`config.mk`:
```
export PLATFORM = sky130hd
export DESIGN_NAME = uart_tx_rx_fifo_flow_control
export DESIGN_NICKNAME = d
export VERILOG_FILES = /design/src/utf_pkg.sv /design/src/utf_ram.sv /design/src/utf_fifo_ptr.sv /design/src/utf_ctrl.sv /design/src/uart_tx_rx_fifo_flow_control.sv
export SDC_FILE = /design/constraint.sdc
export NUM_CORES = 2
export LEC_CHECK = 0
export ABC_AREA = 1
export BUFFER_PORTS_ARGS = -buffer_cell sky130_fd_sc_hd__buf_4
export CORE_ASPECT_RATIO = 0.9
export CORE_MARGIN = 4
export CORE_UTILIZATION = 40
export CTS_CLUSTER_DIAMETER = 40
export CTS_CLUSTER_SIZE = 28
export DETAILED_ROUTE_END_ITERATION = 16
export SETUP_SLACK_MARGIN = 0.5
export SKIP_CTS_REPAIR_TIMING = 1
export SYNTH_ARGS = -nofsm -noshare
export SYNTH_HDL_FRONTEND = slang
export SYNTH_HIERARCHICAL = 1
export SYNTH_SLANG_ARGS = --single-unit
```
`constraint.sdc`:
```
create_clock -name clk -period 4.4 [get_ports clk]
set_input_delay 0.88 -clock clk [delete_from_list [all_inputs] [get_ports clk]]
set_output_delay 0.88 -clock clk [all_outputs]
set_load 0.1 [all_outputs]
```
`src/utf_pkg.sv`:
```
// ----------------------------------------------------------------------------
// utf_pkg
// Request codes, payload structs and the FIFO control structs shared by the
// UART transmit/receive FIFO pair.
// ----------------------------------------------------------------------------
package utf_pkg;

  localparam int unsigned FIFO_DEPTH = 256;
  localparam int unsigned LEVEL_W    = 9;
  localparam int unsigned BYTE_W     = 8;

  typedef enum logic [2:0] {
    REQ_HOST_WRITE = 3'd0,
    REQ_HOST_READ  = 3'd1,
    REQ_LINE_SEND  = 3'd2,
    REQ_LINE_RECV  = 3'd3,
    REQ_FLUSH      = 3'd4,
    REQ_OPEN       = 3'd5
  } req_e;

  typedef enum logic [1:0] {
    POP_NONE = 2'd0,
    POP_RECV = 2'd1,
    POP_SEND = 2'd2
  } pop_sel_e;

  typedef struct packed {
    logic [2:0]        req_type;
    logic [BYTE_W-1:0] data_in;
  } req_t;

  typedef struct packed {
    logic               status;
    logic [BYTE_W-1:0]  data_out;
    logic [LEVEL_W-1:0] recv_level;
    logic [LEVEL_W-1:0] send_level;
    logic [LEVEL_W-1:0] flushed_count;
    logic               tx_irq_enable;
    logic               rx_irq_enable;
    logic               tx_complete;
    logic               rx_full;
  } result_t;

  // Pointer commands from the controller to one FIFO
  typedef struct packed {
    logic push;
    logic pop;
    logic flush;
    logic clear;
  } fifo_cmd_t;

  // Occupancy status of one FIFO
  typedef struct packed {
    logic empty;
    logic full;
  } fifo_stat_t;

endpackage

```
`src/utf_ram.sv`:
```
// ----------------------------------------------------------------------------
// utf_ram
// Generic simple dual-port RAM: one write port, one read port, registered read.
// ----------------------------------------------------------------------------
module utf_ram #(
  parameter int unsigned WIDTH = 8,
  parameter int unsigned DEPTH = 256
) (
  input  logic                     clk,
  input  logic                     we,
  input  logic [$clog2(DEPTH)-1:0] waddr,
  input  logic [WIDTH-1:0]         wdata,
  input  logic                     re,
  input  logic [$clog2(DEPTH)-1:0] raddr,
  output logic [WIDTH-1:0]         rdata
);

  logic [WIDTH-1:0] mem [DEPTH];

  // Write and registered read
  always_ff @(posedge clk) begin
    if (we) begin
      mem[waddr] <= wdata;
    end
    if (re) begin
      rdata <= mem[raddr];
    end
  end

endmodule

```
`src/utf_fifo_ptr.sv`:
```
// ----------------------------------------------------------------------------
// utf_fifo_ptr
// Free-running read/write pointer pair of one ring FIFO, with level and
// empty/full status.
// ----------------------------------------------------------------------------
module utf_fifo_ptr import utf_pkg::*; #(
  parameter int unsigned DEPTH = 256,
  parameter int unsigned IDX_W = $clog2(DEPTH),
  parameter int unsigned PTR_W = IDX_W + 1
) (
  input  logic             clk,
  input  logic             rst,
  input  fifo_cmd_t        cmd,
  output fifo_stat_t       stat,
  output logic [PTR_W-1:0] level,
  output logic [IDX_W-1:0] rd_idx,
  output logic [IDX_W-1:0] wr_idx
);

  logic [PTR_W-1:0] rd_ptr, rd_ptr_next;
  logic [PTR_W-1:0] wr_ptr, wr_ptr_next;

  // Occupancy from the pointer difference, wrapping modulo twice the depth
  assign level      = wr_ptr - rd_ptr;
  assign stat.empty = (level == '0);
  assign stat.full  = level[PTR_W-1];
  assign rd_idx     = rd_ptr[IDX_W-1:0];
  assign wr_idx     = wr_ptr[IDX_W-1:0];

  // Advance, flush or clear the pointers
  always_comb begin
    rd_ptr_next = rd_ptr;
    wr_ptr_next = wr_ptr;
    if (cmd.clear) begin
      rd_ptr_next = '0;
      wr_ptr_next = '0;
    end else if (cmd.flush) begin
      rd_ptr_next = wr_ptr;
    end else begin
      if (cmd.push) begin
        wr_ptr_next = wr_ptr + PTR_W'(1);
      end
      if (cmd.pop) begin
        rd_ptr_next = rd_ptr + PTR_W'(1);
      end
    end
  end

  always_ff @(posedge clk) begin
    if (rst) begin
      rd_ptr <= '0;
      wr_ptr <= '0;
    end else begin
      rd_ptr <= rd_ptr_next;
      wr_ptr <= wr_ptr_next;
    end
  end

  // Never push into a full FIFO nor pop an empty one
  a_no_overflow: assert property (@(posedge clk) disable iff (rst)
    cmd.push |-> !stat.full)
    else $error("push into full FIFO");
  a_no_underflow: assert property (@(posedge clk) disable iff (rst)
    cmd.pop |-> !stat.empty)
    else $error("pop from empty FIFO");
  a_level_bound: assert property (@(posedge clk) disable iff (rst)
    level <= PTR_W'(DEPTH))
    else $error("FIFO level beyond depth");

endmodule

```
`src/utf_ctrl.sv`:
```
// ----------------------------------------------------------------------------
// utf_ctrl
// Request decoder, flow-control flags and result register of the FIFO pair.
// ----------------------------------------------------------------------------
module utf_ctrl import utf_pkg::*; #(
  parameter int unsigned PTR_W = 9
) (
  input  logic              clk,
  input  logic              rst,
  input  logic              start,
  input  req_t              req,
  input  fifo_stat_t        send_stat,
  input  fifo_stat_t        recv_stat,
  input  logic [PTR_W-1:0]  send_level,
  input  logic [PTR_W-1:0]  recv_level,
  input  logic [BYTE_W-1:0] send_q,
  input  logic [BYTE_W-1:0] recv_q,
  output fifo_cmd_t         send_cmd,
  output fifo_cmd_t         recv_cmd,
  output logic              done,
  output result_t           result
);

  logic complete_flag, complete_flag_next;
  logic full_flag, full_flag_next;
  logic tx_int_en, tx_int_en_next;
  logic rx_int_en, rx_int_en_next;

  logic               status, status_next;
  pop_sel_e           pop_sel, pop_sel_next;
  logic [LEVEL_W-1:0] flushed, flushed_next;

  // Decode the request into pointer commands and flag updates
  always_comb begin
    send_cmd           = '0;
    recv_cmd           = '0;
    complete_flag_next = complete_flag;
    full_flag_next     = full_flag;
    tx_int_en_next     = tx_int_en;
    rx_int_en_next     = rx_int_en;
    status_next        = 1'b0;
    pop_sel_next       = POP_NONE;
    flushed_next       = '0;
    if (start) begin
      case (req.req_type)
        REQ_HOST_WRITE: begin
          send_cmd.push = !send_stat.full;
          status_next   = send_stat.full;
          if (complete_flag) begin
            complete_flag_next = 1'b0;
            tx_int_en_next     = 1'b1;
          end
        end
        REQ_HOST_READ: begin
          recv_cmd.pop = !recv_stat.empty;
          status_next  = recv_stat.empty;
          if (!recv_stat.empty) begin
            pop_sel_next = POP_RECV;
          end
          if (full_flag) begin
            full_flag_next = 1'b0;
            rx_int_en_next = 1'b1;
          end
        end
        REQ_LINE_SEND: begin
          if (send_stat.empty) begin
            complete_flag_next = 1'b1;
            tx_int_en_next     = 1'b0;
            status_next        = 1'b1;
          end else begin
            send_cmd.pop = 1'b1;
            pop_sel_next = POP_SEND;
          end
        end
        REQ_LINE_RECV: begin
          if (recv_stat.full) begin
            full_flag_next = 1'b1;
            rx_int_en_next = 1'b0;
            status_next    = 1'b1;
          end else begin
            recv_cmd.push = 1'b1;
          end
        end
        REQ_FLUSH: begin
          send_cmd.flush     = 1'b1;
          recv_cmd.flush     = 1'b1;
          complete_flag_next = 1'b1;
          full_flag_next     = 1'b0;
          flushed_next       = LEVEL_W'(recv_level);
        end
        REQ_OPEN: begin
          send_cmd.clear     = 1'b1;
          recv_cmd.clear     = 1'b1;
          complete_flag_next = 1'b1;
          full_flag_next     = 1'b0;
          rx_int_en_next     = 1'b1;
        end
        default: begin
          status_next = 1'b1;
        end
      endcase
    end
  end

  // Hold the flags and the control part of the result
  always_ff @(posedge clk) begin
    if (rst) begin
      complete_flag <= 1'b1;
      full_flag     <= 1'b0;
      tx_int_en     <= 1'b0;
      rx_int_en     <= 1'b1;
      done          <= 1'b0;
      pop_sel       <= POP_NONE;
    end else begin
      complete_flag <= complete_flag_next;
      full_flag     <= full_flag_next;
      tx_int_en     <= tx_int_en_next;
      rx_int_en     <= rx_int_en_next;
      done          <= start;
      pop_sel       <= pop_sel_next;
    end
  end

  always_ff @(posedge clk) begin
    status  <= status_next;
    flushed <= flushed_next;
  end

  // Assemble the result from the registers; state already reflects the step
  always_comb begin
    result.status        = status;
    case (pop_sel)
      POP_RECV: result.data_out = recv_q;
      POP_SEND: result.data_out = send_q;
      default:  result.data_out = '0;
    endcase
    result.recv_level    = LEVEL_W'(recv_level);
    result.send_level    = LEVEL_W'(send_level);
    result.flushed_count = flushed;
    result.tx_irq_enable = tx_int_en;
    result.rx_irq_enable = rx_int_en;
    result.tx_complete   = complete_flag;
    result.rx_full       = full_flag;
  end

  a_one_result: assert property (@(posedge clk) disable iff (rst)
    start |=> done)
    else $error("request without result");
  a_no_spurious: assert property (@(posedge clk) disable iff (rst)
    !start |=> !done)
    else $error("result without request");
  a_send_idle: assert property (@(posedge clk) disable iff (rst)
    (start && req.req_type == REQ_LINE_SEND && send_stat.empty)
      |=> (complete_flag && !tx_int_en && status))
    else $error("idle line send did not set complete");
  a_recv_overrun: assert property (@(posedge clk) disable iff (rst)
    (start && req.req_type == REQ_LINE_RECV && recv_stat.full)
      |=> (full_flag && !rx_int_en && status))
    else $error("receive overrun did not pause");

endmodule

```
`src/uart_tx_rx_fifo_flow_control.sv`:
```
// A request accepted at one edge has its result on the ports in the next
// cycle, marked by done; one request can be taken every cycle. The byte read
// comes from the registered read port of the byte RAMs.
// busy stays low, so start alone accepts a request; results cannot be stalled.
// Reset (synchronous) clears the pointers, sets tx complete and clears rx full;
// the byte stores are not cleared and need no clearing pass.
// ----------------------------------------------------------------------------
// uart_tx_rx_fifo_flow_control
// Transmit and receive byte ring FIFOs of a UART with flow-control flags,
// handling one host or line-side request per cycle.
// ----------------------------------------------------------------------------
module uart_tx_rx_fifo_flow_control import utf_pkg::*; (
  input  logic    clk,
  input  logic    rst,
  input  logic    start,
  output logic    busy,
  input  req_t    req,
  output logic    done,
  output result_t result
);

  localparam int unsigned IDX_W = $clog2(FIFO_DEPTH);
  localparam int unsigned PTR_W = IDX_W + 1;

  fifo_cmd_t        send_cmd, recv_cmd;
  fifo_stat_t       send_stat, recv_stat;
  logic [PTR_W-1:0] send_level, recv_level;
  logic [IDX_W-1:0] send_rd_idx, send_wr_idx, recv_rd_idx, recv_wr_idx;
  logic [BYTE_W-1:0] send_q, recv_q;

  assign busy = 1'b0;

  // Request decode, flags and result
  utf_ctrl #(
    .PTR_W (PTR_W)
  ) u_ctrl (
    .clk        (clk),
    .rst        (rst),
    .start      (start),
    .req        (req),
    .send_stat  (send_stat),
    .recv_stat  (recv_stat),
    .send_level (send_level),
    .recv_level (recv_level),
    .send_q     (send_q),
    .recv_q     (recv_q),
    .send_cmd   (send_cmd),
    .recv_cmd   (recv_cmd),
    .done       (done),
    .result     (result)
  );

  // Transmit FIFO
  utf_fifo_ptr #(
    .DEPTH (FIFO_DEPTH)
  ) u_send_ptr (
    .clk    (clk),
    .rst    (rst),
    .cmd    (send_cmd),
    .stat   (send_stat),
    .level  (send_level),
    .rd_idx (send_rd_idx),
    .wr_idx (send_wr_idx)
  );

  utf_ram #(
    .WIDTH (BYTE_W),
    .DEPTH (FIFO_DEPTH)
  ) u_send_ram (
    .clk   (clk),
    .we    (send_cmd.push),
    .waddr (send_wr_idx),
    .wdata (req.data_in),
    .re    (send_cmd.pop),
    .raddr (send_rd_idx),
    .rdata (send_q)
  );

  // Receive FIFO
  utf_fifo_ptr #(
    .DEPTH (FIFO_DEPTH)
  ) u_recv_ptr (
    .clk    (clk),
    .rst    (rst),
    .cmd    (recv_cmd),
    .stat   (recv_stat),
    .level  (recv_level),
    .rd_idx (recv_rd_idx),
    .wr_idx (recv_wr_idx)
  );

  utf_ram #(
    .WIDTH (BYTE_W),
    .DEPTH (FIFO_DEPTH)
  ) u_recv_ram (
    .clk   (clk),
    .we    (recv_cmd.push),
    .waddr (recv_wr_idx),
    .wdata (req.data_in),
    .re    (recv_cmd.pop),
    .raddr (recv_rd_idx),
    .rdata (recv_q)
  );

endmodule
```
==> results.yml <==
power:
  leakage_nw: 67.4
  peakVddDrop_uv: 388
  powerDensity_mw_per_mm2: 462
  power_mw: 90.3
global_route:
  grt_pass1_wl_um: 720000
  grt_max_degree: 208
  antenna_found_initial: 22
  grt_pass1_vias: 108721
  grt_use_total_pct: 21.7
  grt-ovfl-total: 0
route:
  via_per_inst: 5.57
  drtAntennaViolNets: 0
  drc: 0
  firstDrtPassIters: 6
  drt_iter0_drc: 14442
  num_vias: 114721
  routedWlPerCell_um: 24.0
  wl_um: 495000
worst_setup_path:
  r2r_slack_ps: 470
  startpoint_type: "flop"
  cpLargestDelayFamily: "compound AO/OA/AOI/OAI gates"
  ff2ff_path_depth: 12
  required_ps: 3520
  path_depth: 4
  max_stage_delay_ps: 710
  rr_endpoint: "u_recv_ram/rdata[0]"
  critPathSlowestCell: "a21oi_1"
  critPathCaptureType: "output port"
  critPathBufInv: 2
  critPathArrivalTime_ps: 3130
  critical_path_class: "flop to output port"
  path_max_fanout: 8
  path_cells: "inv_1 -> ha_1 -> a21oi_1 -> buf_4"
  reg2reg_from: "u_recv_ptr/rd_ptr[0]"
clock_tree:
  clkTransAtPathRegs_ps: 60
  clock_latency_ps: 1010
  clock-sinks: 4165
  max-clock-path-buffers: 4
  cts_buffers: 525
  cts_tree: "yes"
  cts.htree.levels: 6
  cts_root_buf: "clkbuf_16"
floorplanning:
  ios: 56
  fp.coreArea_sq_mm: 0.425
  rows: 227
  die_area_sq_mm: 0.439
  initial_core_util_pct: 40.2
  die_y_um: 629
  die_x_um: 698
yosys:
  syn_area_sq_mm: 0.171
  syn-instance-count: 14686
  syn_nets: 14724
  ys_seq_elements: 4165
  ys_types: 40
  synth-seq-area-share_pct: 72.7
  syn_avg_cell_area_sq_um: 11.7
  synth_warnings: 6
min_path:
  min_path_type: "input port to flop"
  min_path_cells: 2
  hold_end: "u_ctrl/done"
  hp-start: "rst"
layout:
  n_fill_cell: 37935
  regArea_sq_mm: 0.125
  areaGrowthSynthToFinish_pct: 14.0
  multiInputGateArea_sq_mm: 0.0407
  nets: 14604
  utilization_pct: 45.9
  drive_above_1_share_pct: 8.81
sta:
  report.final.slew_viol_count: 0
  fin_crit_ps: 4010
  setup_viol: 0
  rsz0062_at_grt: "true"
  fmax_mhz: 249
  hold_viol_final: 0
  tightest_slew_ps: 1160
  relSlewSlack_pct: 22.8
  timing.final.ws_setup_ps: 387
  finalClockSkew_ps: 46.4
  finalCritPeriodShare_pct: 91.2
placed_design:
  dpl.hpwl_um: 293000
  io_buffers: 54
  pre_cts_ws_ps: 415
  place.gp.congestion: 0.895
job:
  maxCapViolations: 0
run_status:
  status: "finished clean"
==> routing by layer <==
layer	up-vias	part of all wire [%]	global-route usage [%]
met4	6	3.0	6.35
met5	-	0.027	0.185
met3	854	10	4.50
met1	56313	42	31.6
li1	51740	-	-
met2	5808	44	32.8
==> placed cells by master, fill, tap and decap left out, types with 15 or more instances in the layout <==
master and count:
clkinv_2 62, clkbuf_1 47, clkinv_1 53, nand2_1 4411, dfxtp_1 39, nor2_1 612
ha_1 21, clkinv_4 27, nand2_2 30, a21oi_1 42, clkbuf_16 548, clkinv_8 16
buf_12 108, buf_4 259, edfxtp_1 4112, o21ai_0 15, inv_6 65, inv_8 28
nand3_1 4083, bufinv_16 51, clkinvlp_4 51, inv_1 182
==> registers in the layout, indices dropped and copies added, names as in the netlist <==
signal and count:
u_recv_ram/mem 2048, u_ctrl/done 1, u_ctrl/complete_flag 1, u_recv_ptr/rd_ptr 9, u_ctrl/rx_int_en 1, u_send_ptr/wr_ptr 9, u_ctrl/flushed 9, u_recv_ram/rdata 8
u_send_ptr/rd_ptr 9, u_ctrl/full_flag 1, u_ctrl/pop_sel 2, u_recv_ptr/wr_ptr 9, u_ctrl/tx_int_en 1, u_send_ram/mem 2048, u_send_ram/rdata 8, u_ctrl/status 1
==> Yosys cell counts, drive strengths merged <==
cell / count / area share [%]
nand2: 4444 / 9.8
edfxtp: 4112 / 72
nand3: 4085 / 12
buf: 804 / 2.6
nor2: 624 / 1.4
clkbuf: 228 / 0.50
inv: 201 / 0.44
dfxtp: 53 / 0.62
a21oi: 42 / 0.12
ha: 22 / 0.16
o21ai: 15 / 0.044
xor2: 12 / 0.061
nand4: 10 / 0.037
a22oi: 7 / 0.031
nand3b: 6 / 0.026
nor3: 5 / 0.015
fa: 2 / 0.023
nor3b: 2 / 0.018
nor4: 2 / 0.011
o21a: 2 / 0.0088
o221ai: 2 / 0.010
xnor2: 2 / 0.010
and3: 1 / 0.0037
conb: 1 / 0.0022
o211ai: 1 / 0.0044
o21bai: 1 / 0.0044
==> per-stage QoR <==
stage | area (sq um) | hold WS [ps] | cells | TNS [ps]
finish | 195000 | 121 | 20601 | 0
CTS | 195000 | 44.6 | 20588 | -156
global route | 195000 | 79.3 | 20597 | 0
detailed placement | 177000 | 463 | 19641 | 0
floorplan | 171000 | 428 | 14686 | 0
global placement | 177000 | 473 | 19641 | 0
==> worst max path at each step <==
stage	startpoint	to	slack (ps)
2_1_floorplan	u_recv_ptr/wr_ptr[0]	u_recv_ram/mem[162][0]	970
3_3_place_gp	u_recv_ptr/wr_ptr[0]	u_recv_ram/mem[18][2]	350
3_5_place_dp	u_recv_ptr/wr_ptr[0]	u_recv_ram/mem[18][2]	420
4_1_cts	u_recv_ptr/rd_ptr[1]	result[29]	-140
5_1_grt	u_send_ptr/wr_ptr[2]	result[20]	330
6_report	u_ctrl/pop_sel[0]	result[32]	390
==> power breakdown <==
group	internal, mW	switching (mW)	total [mW]	leakage [nW]
clock network	26.0	17.2	43.2	8.55
registers	43.6	0.0162	43.6	37.4
logic	0.753	2.69	3.45	21.5
==> layout make-up <==
cell class | instances | share of cell area [%]
sequential | 4165 | 63.8
multi-input combinational | 9288 | 20.8
clock buffer | 592 | 7.08
tap | 5610 | 3.60
timing repair buffer | 385 | 2.25
clock inverter | 355 | 2.00
inverter | 201 | 0.424
antenna | 5 | 0.00641
==> kinds of logic after synthesis <==
logic type | after synthesis | synth area share [%]
fa+ha+maj | 24 | 0.184
xor+xnor | 14 | 0.0716
compound gates | 70 | 0.225
other cells | 1 | 0.00219
buf+inv | 1233 | 3.59
simple gates | 9179 | 23.2
flops | 4165 | 72.7
Power figures use the tool's default switching activity.
